==> config.mk <==
export PLATFORM = sky130hd
export DESIGN_NAME = lpfs_div3
export DESIGN_NICKNAME = d
export VERILOG_FILES = /design/src/design/lpfs_pkg.sv /design/src/design/lpfs_div3.sv
export SDC_FILE = /design/constraint.sdc
export NUM_CORES = 1
export LEC_CHECK = 0
export BUFFER_PORTS_ARGS = -buffer_cell sky130_fd_sc_hd__buf_2
export CAP_MARGIN = 20
export CORE_UTILIZATION = 55
export CTS_BUF_LIST = sky130_fd_sc_hd__clkbuf_8 sky130_fd_sc_hd__clkbuf_16
export DETAILED_ROUTE_END_ITERATION = 8
export GPL_ROUTABILITY_DRIVEN = 0
export GPL_TIMING_DRIVEN = 0
export PLACE_DENSITY = 0.79
export SYNTH_ARGS = -nofsm -noshare
export SYNTH_HDL_FRONTEND = slang
export SYNTH_SLANG_ARGS = --single-unit
==> constraint.sdc <==
create_clock -name clk_i -period 1.99 [get_ports clk_i]
set_input_delay 0 -clock clk_i [delete_from_list [all_inputs] [get_ports clk_i]]
set_output_delay 0 -clock clk_i [all_outputs]
set_load 0.005 [all_outputs]
==> src/design/lpfs_pkg.sv <==
// ----------------------------------------------------------------------------
// lpfs_pkg: shared types and constants for the led pixel pwm frame streamer
// operation and status codes, register indexes, field widths, reset values
// ----------------------------------------------------------------------------
package lpfs_pkg;

  // field widths
  localparam int PIX_W          = 24;
  localparam int BITS_PER_PIXEL = 24;
  localparam int BIT_CNT_W      = 5;
  localparam int DUTY_W         = 16;
  localparam int PERIOD_W       = 16;
  localparam int LED_CNT_W      = 9;
  localparam int CFG_DATA_W     = 16;

  // serial divide-by-three unit: one dividend bit per cycle over {period+1, 0}
  localparam int DIV_W          = DUTY_W + 2;
  localparam int DIV_CNT_W      = 5;

  // last bit position inside one pixel slot group
  localparam logic [BIT_CNT_W-1:0] BIT_LAST = BIT_CNT_W'(BITS_PER_PIXEL - 1);

  // register reset values
  localparam logic [PERIOD_W-1:0]  PERIOD_RST    = 16'd89;
  localparam logic [LED_CNT_W-1:0] CHAIN_LEN_RST = 9'd256;

  // duty values that belong to the reset period
  localparam logic [DUTY_W-1:0] ZERO_DUTY_RST = DUTY_W'((int'(PERIOD_RST) + 1) / 3);
  localparam logic [DUTY_W-1:0] ONE_DUTY_RST  = DUTY_W'(((int'(PERIOD_RST) + 1) * 2) / 3);

  // operation codes
  typedef enum logic [1:0] {
    OP_SET_ONE = 2'd0,
    OP_SET_ALL = 2'd1,
    OP_START   = 2'd2,
    OP_TICK    = 2'd3
  } op_e;

  // status codes
  typedef enum logic [1:0] {
    ST_OK    = 2'd0,
    ST_RANGE = 2'd1,
    ST_BUSY  = 2'd2,
    ST_IDLE  = 2'd3
  } status_e;

  // configuration register indexes
  typedef enum logic {
    CFG_PWM_PERIOD = 1'b0,
    CFG_CHAIN_LEN  = 1'b1
  } cfg_idx_e;

  // write commands to the pixel store
  typedef struct packed {
    logic set_one;
    logic set_all;
  } store_cmd_t;

endpackage

==> src/design/lpfs_div3.sv <==
// ----------------------------------------------------------------------------
// lpfs_div3: bit-serial divide by three of the pwm period
// shifts {period+1, 0} through a 2-bit remainder one bit per cycle; the
// 17-bit quotient prefix is (period+1)/3, the full 18-bit quotient 2*(period+1)/3
// ----------------------------------------------------------------------------
module lpfs_div3 (
  input  logic                          clk_i,
  input  logic                          rst_ni,
  input  logic                          start_i,
  input  logic [lpfs_pkg::PERIOD_W-1:0] period_i,
  output logic                          busy_o,
  output logic [lpfs_pkg::DUTY_W-1:0]   zero_duty_o,
  output logic [lpfs_pkg::DUTY_W-1:0]   one_duty_o
);
  import lpfs_pkg::*;

  localparam logic [DIV_CNT_W-1:0] CNT_LAST = DIV_CNT_W'(DIV_W - 1);

  logic                 run_q, run_d;
  logic [DIV_CNT_W-1:0] cnt_q, cnt_d;
  logic [DIV_W-1:0]     div_q, div_d;
  logic [DIV_W-1:0]     quo_q, quo_d;
  logic [1:0]           rem_q, rem_d;
  logic [DUTY_W-1:0]    zero_q, zero_d;
  logic [DUTY_W-1:0]    one_q, one_d;
  logic [2:0]           trial;
  logic                 ge;
  logic [DUTY_W:0]      p1;

  // one restoring step per cycle
  always_comb begin
    p1     = {1'b0, period_i} + (DUTY_W+1)'(1);
    trial  = {rem_q, div_q[DIV_W-1]};
    ge     = (trial >= 3'd3);
    run_d  = run_q;
    cnt_d  = cnt_q;
    div_d  = div_q;
    quo_d  = quo_q;
    rem_d  = rem_q;
    zero_d = zero_q;
    one_d  = one_q;
    if (start_i) begin
      run_d = 1'b1;
      cnt_d = '0;
      div_d = {p1, 1'b0};
      quo_d = '0;
      rem_d = '0;
    end else if (run_q) begin
      rem_d = ge ? 2'(trial - 3'd3) : trial[1:0];
      quo_d = {quo_q[DIV_W-2:0], ge};
      div_d = {div_q[DIV_W-2:0], 1'b0};
      cnt_d = cnt_q + DIV_CNT_W'(1);
      if (cnt_q == CNT_LAST) begin
        run_d  = 1'b0;
        zero_d = quo_d[DUTY_W:1];
        one_d  = quo_d[DUTY_W-1:0];
      end
    end
  end

  // control and result registers
  always_ff @(posedge clk_i or negedge rst_ni) begin
    if (!rst_ni) begin
      run_q  <= 1'b0;
      cnt_q  <= '0;
      zero_q <= ZERO_DUTY_RST;
      one_q  <= ONE_DUTY_RST;
    end else begin
      run_q  <= run_d;
      cnt_q  <= cnt_d;
      zero_q <= zero_d;
      one_q  <= one_d;
    end
  end

  // datapath shift registers
  always_ff @(posedge clk_i) begin
    div_q <= div_d;
    quo_q <= quo_d;
    rem_q <= rem_d;
  end

  assign busy_o      = run_q;
  assign zero_duty_o = zero_q;
  assign one_duty_o  = one_q;

endmodule

==> flow_summary_export.csv, run 1 <==
group,metric,value,unit
run_status,status,"finished clean",
clock_network,root_buffer,"clkbuf_8",
die,die-width,72.3,um
clock_network,tritoncts,"yes",
logic_synthesis,synthSimpleGateAreaFrac,0.127,
logic_synthesis,syn_inst,240,
worst_setup_path,rrSetupSlack,0.25,ns
logic_synthesis,synth_top_family_by_area,"multiplexers",
detailed_routing,wl,4560,um
logic_synthesis,yosys-mux-area-fraction,0.146,
power,ir_drop,0.412,mV
logic_synthesis,ys.flop_type,"dfrtp_1",
detailed_routing,route.detailed.drc,0,
layout,n_antenna_cell,0,
logic_synthesis,synth_edf_count,17,
power,powerDensity,801,mW/mm^2
worst_hold_path,hold_path.class,"primary input to flip-flop",
grt,antenna_found_initial,0,
run,cap_viol_max_count,0,
logic_synthesis,synth_area_per_cell,11.3,um^2
grt,grt_pass1_wl,7910,um
logic_synthesis,synth_xor_area_frac,0.0580,
power,p_sw_frac,0.222,
timing,worst_slew_pin_slew,0.521,ns
power,clockPowerShare,0.428,
worst_setup_path,cp.arrival,1.95,ns
layout,drive_gt1_frac,0.369,
timing,fin_setup_tns,0,ns
logic_synthesis,async_flop_share,0.397,
logic_synthesis,netlist_area,0.00272,mm^2
detailed_routing,wire_per_inst,12.1,um
die,dieArea,0.00523,mm^2
logic_synthesis,synth_fa_ha_area_frac,0.0184,
power,internal-power,2.05,mW
clock_network,clk_pin_slew,0.06,ns
die,start_util,0.572,
die,rows,25,
logic_synthesis,synth_area_leaders,"edfxtp_1, dfrtp_1, dfxtp_1, nor2_1, mux2i_1",
timing,drv_slew,0,
detailed_routing,first_pass_iters,4,
timing,relSlewSlack,0.653,
logic_synthesis,synthTopCellsByCount,"nor2_1, dfrtp_1, dfxtp_1",
clock_network,cts_setup_buffers,0,
grt,grt_overflow,0,
logic_synthesis,synth_warnings,0,
detailed_routing,antenna_left,0,
worst_setup_path,crit_path_max_fanout,10,
die,ios,52,
layout,syn2layout_area_growth,21.0,%
logic_synthesis,ys_ff_latch,58,
power,power_frac_comb,0.073,
logic_synthesis,synth_top_area_frac,0.188,
worst_setup_path,required,2.20,ns
logic_synthesis,yosysMostFrequentCell,"nor2_1",
clock_network,cts.sinks,58,
layout,fin_nets,327,
logic_synthesis,ys_types,36,
power,p_leak,1.64,nW
worst_setup_path,critPathCaptureType,"flip-flop",
clock_network,htree_levels,3,
detailed_routing,drt-initial-drc-count,81,
timing,clock_skew,0.00453,ns
timing,rsz0062_at_grt,"false",
grt,grt_max_degree,24,
die,die_h,72.3,um
placement,io_buffers,51,
timing,hold_slack,0.0642,ns
clock_network,clkLatencyLatePin,0.33,ns
logic_synthesis,synth_compound_area_frac,0.0437,
timing,hold_viol_final,0,
timing,min_period_over_period,0.873,
power,power.share.sequential,0.499,
placement,dp_hpwl,3210,um
timing,fmax,575,MHz
grt,grt_pass1_vias,1785,
logic_synthesis,seq_area_frac_synth,0.534,
power,total_power,2.64,mW
grt,grt_usage,0.203,
timing,setup_viol,0,
detailed_routing,vias_per_cell,4.97,
detailed_routing,via_count,1869,
logic_synthesis,syn_nets,263,
clock_network,cts_buffers,9,
worst_setup_path,path_class,"flip-flop to flip-flop",
power,p_sw,0.585,mW
timing,period_minus_slack,1.74,ns
logic_synthesis,synth_top_area_cell,"edfxtp_1",
die,coreArea,0.00475,mm^2
clock_network,cts_buffer_depth,2,
worst_setup_path,start_kind,"flip-flop",
-- cell usage in the layout, fill, tap and decap left out, types with 2 or more instances in the layout --
| cell type | count |
|---|---|
| buf_2 | 53 |
| nor2_1 | 44 |
| dfrtp_1 | 19 |
| dfxtp_1 | 18 |
| edfxtp_1 | 17 |
| buf_4 | 16 |
| mux2i_1 | 16 |
| a21oi_1 | 14 |
| xnor2_1 | 12 |
| clkbuf_8 | 10 |
| mux2_2 | 9 |
| mux2_4 | 9 |
| nand3_1 | 6 |
| nand4_1 | 6 |
| inv_1 | 6 |
| xor2_1 | 6 |
| clkbuf_1 | 5 |
| nand2_1 | 4 |
| ha_1 | 4 |
| dfstp_2 | 4 |
| nor4_1 | 3 |
| nor3_1 | 3 |
| o21ai_0 | 2 |
| a211oi_1 | 2 |
| buf_6 | 2 |
| clkinv_2 | 2 |
| dlygate4sd3_1 | 2 |
-- layout make-up --
type | count | area (um^2)
well taps | 67 | 83.8
flip-flops and latches | 58 | 1450
multi-input cells | 150 | 1070
clock buffers | 11 | 163
plain buffers | 26 | 175
clock inverters | 5 | 50.0
inverters | 6 | 22.5
fillers | 392 | 1460
repair buffers | 53 | 275
-- power groups by stage --
stage | logic [mW] | registers [mW] | clock network [mW]
finish | 0.192 | 1.32 | 1.13
global route | 0.221 | 1.32 | 1.20
CTS | 0.194 | 1.32 | 1.16
detailed placement | 0.189 | 1.34 | 0
global placement | 0.183 | 1.34 | 0
floorplan | 0.119 | 1.33 | 0
-- sequential cells by signal (all words and copies together), names as in the netlist --
register     count
one_duty_o       1
cnt_q            5
quo_q           16
busy_o           1
zero_duty_o     16
div_q           17
rem_q            2
-- worst paths after layout --
check / start / to / cells after the start
hold / removal: period_i[15] / div_q[17] / 3
max in group asynchronous: rst_ni / zero_duty_o[2] / 2
setup / recovery: cnt_q[1] / zero_duty_o[14] / 7
min in group asynchronous: rst_ni / busy_o / 2
hold reg to reg: quo_q[0] / quo_q[0] / 2
setup reg to reg: cnt_q[1] / zero_duty_o[14] / 7
-- repair_timing --
| item | CTS | global route |
|---|---|---|
| gates resized for setup | 0 | 0 |
| hold endpoints to repair | 24 | 0 |
| hold buffers | 2 | 0 |
| setup endpoints to repair | 0 | 0 |
-- layer usage --
metal,GRT usage,vias up,share of wire
li1,-,944,-
met1,0.245,855,0.46
met2,0.329,60,0.48
met3,0.0500,10,0.037
met4,0.118,0,0.025
met5,0,-,0
-- per-stage QoR --
| step | cell area, um^2 | setup slack (ns) | util | std cells |
|---|---|---|---|---|
| 2_1_floorplan | 2720 | 0.339 | - | 240 |
| 4_1_cts | 3290 | 0.242 | 0.692 | 376 |
| 5_1_grt | 3290 | 0.179 | 0.692 | 376 |
| 3_3_place_gp | 3060 | 0.275 | 0.643 | 358 |
| 3_5_place_dp | 3060 | 0.254 | 0.643 | 358 |
| 6_report | 3290 | 0.252 | 0.692 | 376 |
-- logic make-up after synthesis --
family | after synthesis
muxes | 34
xor gates and xnor gates | 18
adders and majority gates | 4
AOI/OAI and AO/OA | 21
buffers and inverters | 32
and+or+nand+nor | 73
DFF | 58
-- critical path: stages (launching register included) --
cell     delay (ns)
dfrtp_1        0.40
inv_1          0.07
ha_1           0.13
nand3_1        0.08
or3_4          0.34
buf_6          0.15
buf_6          0.15
mux2_4         0.30
Power figures use the tool's default switching activity.
==> run 2, diff against run 1 <==
CORE_MARGIN = 5   (was unset)
CTS_BUF_LIST = sky130_fd_sc_hd__clkbuf_16   (was sky130_fd_sc_hd__clkbuf_8 sky130_fd_sc_hd__clkbuf_16)
CTS_CLUSTER_SIZE = 10   (was unset)
==> flow_summary_export.csv, run 2 (same netlist as run 1, synthesis figures left out) <==
group,metric,value,unit
detailed_routing,route.detailed.drc,0,
layout,utilization,0.716,
clock_network,cts_setup_buffers,0,
power,powerDensity,913,mW/mm^2
power,p_leak,1.69,nW
timing,min_period_over_period,0.875,
clock_network,cts_buffers,9,
grt,busiest_layer,"met2",
die,ios,52,
timing,rsz0062_at_grt,"false",
die,rows,25,
timing,period_minus_slack,1.74,ns
layout,drive_gt1_frac,0.366,
worst_setup_path,path_class,"flip-flop to flip-flop",
timing,hold_viol_final,0,
worst_setup_path,cp.arrival,1.94,ns
die,coreArea,0.00475,mm^2
worst_setup_path,critPathCaptureType,"flip-flop",
timing,relSlewSlack,0.662,
grt,use_met3,0.0314,
timing,setup_viol,0,
clock_network,root_buffer,"clkbuf_16",
clock_network,htree_levels,3,
layout,n_antenna_cell,0,
layout,multi_input_area,0.00107,mm^2
die,die-width,80.3,um
clock_network,postCtsHoldBufs,2,
layout,syn2layout_area_growth,25.2,%
detailed_routing,antenna_left,0,
timing,drv_slew,0,
power,ir_drop,0.590,mV
clock_network,cts.repair.resized,0,
layout,regMostFlops,"div_q",
layout,largest_reg_flops,17,
layout,mostFrequentLayoutCells,"buf_2, nor2_1, dfrtp_1, dfxtp_1, edfxtp_1",
detailed_routing,vias_per_cell,4.95,
timing,worst_slew_pin_slew,0.507,ns
grt,grt_overflow,0,
die,start_util,0.572,
detailed_routing,first_pass_iters,4,
die,dieArea,0.00645,mm^2
layout,final_common_cell,"buf_2",
grt,grt_util_met2,0.272,
layout,fin_nets,327,
worst_setup_path,required,2.19,ns
timing,fin_setup_tns,0,ns
worst_hold_path,hold_path.class,"primary input to flip-flop",
timing,clock_skew,0.00481,ns
placement,dp_hpwl,3430,um
detailed_routing,wire_per_inst,12.9,um
grt,grtUsageMet1,0.204,
timing,hold_slack,0.0914,ns
worst_setup_path,start_kind,"flip-flop",
run,cap_viol_max_count,0,
clock_network,cts.sinks,58,
run_status,status,"finished clean",
layout,final_cell_area,0.00340,mm^2
clock_network,tritoncts,"yes",
layout,regArea,0.00145,mm^2
grt,grt_pass1_wl,8180,um
die,die_h,80.3,um
grt,antenna_found_initial,0,
worst_setup_path,crit_path_max_fanout,10,
clock_network,cts_buffer_depth,2,
power,total_power,3.11,mW
clock_network,clkLatencyLatePin,0.32,ns
clock_network,clk_pin_slew,0.05,ns
timing,fmax,574,MHz
detailed_routing,via_count,1862,
detailed_routing,drt-initial-drc-count,76,
grt,grt_max_degree,24,
grt,grt_pass1_vias,1790,
placement,io_buffers,51,
detailed_routing,wl,4860,um
grt,grt_usage,0.168,
layout,nFillCells,359,
placement,place_area,0.00306,mm^2
==> run 2: changes by cell type in the layout (fill, tap and decap cells not counted), sizes merged <==
cell | before | now
clkinv | 2 | 1
clkinvlp | 0 | 1
==> run 2: per-stage QoR <==
stage	worst slack, ns	std cells
after global placement	0.278	358
final	0.249	376
after global routing	0.172	376
after CTS	0.234	376
after floorplan	0.339	240
after detailed placement	0.245	358
==> run 2: report_power, final <==
group	total [mW]	internal (mW)	switching (mW)
combinational	0.192	0.0869	0.105
clock	1.60	1.11	0.492
sequential	1.32	1.29	0.0305
==> run 2: worst max-delay path, cell delays in order (launching register included) <==
cell and delay, ns:
dfrtp_1 0.39, inv_1 0.07, ha_1 0.13, nand3_1 0.08, or3_4 0.33, buf_6 0.15
buf_6 0.16, mux2_4 0.30
==> run 2: worst paths after layout <==
kind / slack, ns / cells past startpoint / from / end
min in group asynchronous: 0.18 / 2 / rst_ni / cnt_q[0]
setup / recovery: 0.25 / 7 / cnt_q[1] / zero_duty_o[12]
setup reg to reg: 0.25 / 7 / cnt_q[1] / zero_duty_o[12]
max in group asynchronous: 1.45 / 2 / rst_ni / zero_duty_o[4]
hold reg to reg: 0.51 / 1 / quo_q[15] / zero_duty_o[15]
hold / removal: 0.09 / 3 / period_i[15] / div_q[17]
==> run 2: layout make-up <==
cell class / count / share of cell area
Buffer: 26 / 0.0515
Clock buffer: 11 / 0.0809
Clock inverter: 5 / 0.0147
Inverter: 6 / 0.00662
Multi-Input combinational cell: 150 / 0.314
Sequential cell: 58 / 0.426
Tap cell: 67 / 0.0246
Timing Repair Buffer: 53 / 0.0809
==> run 2: routing by layer <==
layer	vias to the layer above	wire length, um	part of all wire
met5	-	0	0
met3	11	269	0.055
li1	943	-	-
met1	856	2170	0.45
met4	0	124	0.026
met2	52	2290	0.47
==> run 3, diff against run 2 <==
clock period = 1.8 ns   (was 1.99 ns; I/O delays follow)
==> flow_summary_export.csv, run 3 (same netlist as run 1, synthesis figures left out) <==
group,metric,value,unit
run_status,status,"finished clean",
placement,dp_hpwl,3430,um
worst_setup_path,start_kind,"flip-flop",
worst_setup_path,critPathLaunch,"cnt_q[1]",
timing,min_period_over_period,0.950,
grt,grt_usage,0.168,
power,total_power,3.44,mW
power,p_leak,1.70,nW
layout,nFillCells,360,
timing,fmax,585,MHz
timing,drv_slew,0,
die,die_h,80.3,um
timing,rsz0062_at_grt,"false",
layout,fin_nets,328,
detailed_routing,via_count,1870,
power,powerDensity,1010,mW/mm^2
detailed_routing,first_pass_iters,4,
layout,syn2layout_area_growth,25.4,%
die,die-width,80.3,um
grt,grt_pass1_wl,8180,um
worst_setup_path,required,2.00,ns
grt,busiest_layer,"met2",
worst_setup_path,path_class,"flip-flop to flip-flop",
layout,multi_input_area,0.00107,mm^2
grt,antenna_found_initial,0,
timing,relSlewSlack,0.662,
detailed_routing,wl,4880,um
die,dieArea,0.00645,mm^2
grt,grt_util_met2,0.272,
clock_network,root_buffer,"clkbuf_16",
layout,n_antenna_cell,0,
timing,worst_slew_pin_slew,0.507,ns
clock_network,tritoncts,"yes",
worst_setup_path,critPathCaptureType,"flip-flop",
worst_setup_path,crit_path_max_fanout,10,
layout,mostFrequentLayoutCells,"buf_2, nor2_1, dfrtp_1, dfxtp_1",
placement,dp_worst_setup_slack,0.0552,ns
grt,use_met3,0.0314,
timing,setup_viol,0,
clock_network,clkLatencyLatePin,0.32,ns
worst_hold_path,hold_path.class,"primary input to flip-flop",
worst_setup_path,cp.arrival,1.91,ns
layout,largest_reg_flops,17,
layout,regArea,0.00145,mm^2
worst_hold_path,min_from,"period_i[15]",
die,start_util,0.572,
grt,grt_overflow,0,
timing,worst_slack,0.0900,ns
placement,dp.cells,358,
clock_network,cts_buffers,9,
layout,final_common_cell,"buf_2",
die,rows,25,
die,ios,52,
clock_network,clk_pin_slew,0.05,ns
die,coreArea,0.00475,mm^2
timing,fin_setup_tns,0,ns
timing,period_minus_slack,1.71,ns
clock_network,cts_buffer_depth,2,
clock_network,cts.sinks,58,
timing,hold_viol_final,0,
clock_network,htree_levels,3,
layout,regMostFlops,"div_q",
layout,fin_cells,377,
power,ir_drop,0.652,mV
grt,grtUsageMet1,0.204,
detailed_routing,drt-initial-drc-count,68,
grt,grt_pass1_vias,1790,
grt,grt_max_degree,24,
detailed_routing,wire_per_inst,12.9,um
layout,drive_gt1_frac,0.368,
timing,clock_skew,0.00481,ns
detailed_routing,antenna_left,0,
run,cap_viol_max_count,0,
placement,io_buffers,51,
layout,utilization,0.717,
detailed_routing,vias_per_cell,4.96,
detailed_routing,route.detailed.drc,0,
worst_setup_path,r2r_start,"cnt_q[1]",
==> run 3: routing by layer <==
layer	routed length, um	vias up
met4	126	0
met2	2310	54
li1	-	947
met1	2180	857
met5	0	-
met3	266	12
==> run 3: stage by stage <==
step                instance area, um^2  hold WS (ns)
CTS                                3400        0.0747
global placement                   3060       0.00231
global route                       3410         0.110
finish                             3410        0.0825
detailed placement                 3060    -0.0000566
floorplan                          2720        -0.296
==> run 3: report_power, final <==
| part | total [mW] | leakage (nW) | internal, mW | switching (mW) |
|---|---|---|---|---|
| clock | 1.77 | 0.164 | 1.22 | 0.546 |
| sequential | 1.46 | 0.616 | 1.42 | 0.0329 |
| combinational | 0.217 | 0.915 | 0.0990 | 0.118 |
| total | 3.44 | 1.70 | 2.74 | 0.697 |
==> run 3: worst max-delay path, cell delays in order (launching register included) <==
cell and delay, ns:
dfrtp_1 0.37, inv_1 0.07, ha_1 0.13, nand3_1 0.08
or3_4 0.33, buf_6 0.15, buf_6 0.16, mux2_4 0.30
==> run 3: worst paths after layout <==
path | slack [ns] | cells past startpoint | end
setup / recovery | 0.09 | 7 | zero_duty_o[12]
min in group asynchronous | 0.18 | 2 | cnt_q[0]
hold / removal | 0.08 | 3 | div_q[17]
max in group asynchronous | 1.26 | 2 | zero_duty_o[4]
hold reg to reg | 0.51 | 1 | zero_duty_o[15]
setup reg to reg | 0.09 | 7 | zero_duty_o[12]
==> run 3: layout make-up <==
cell class | count | area share
multi-input combinational | 150 | 0.314
clock inverter | 5 | 0.0147
tap | 67 | 0.0246
sequential | 58 | 0.426
buffer | 26 | 0.0514
inverter | 6 | 0.00660
clock buffer | 11 | 0.0807
timing repair buffer | 54 | 0.0829
==> run 3: what timing repair did <==
item	CTS	global route
endpoints found under the hold margin	20	0
setup endpoints to repair	0	7
gates resized for setup	0	0
hold buffers	2	0
setup buffers	0	1
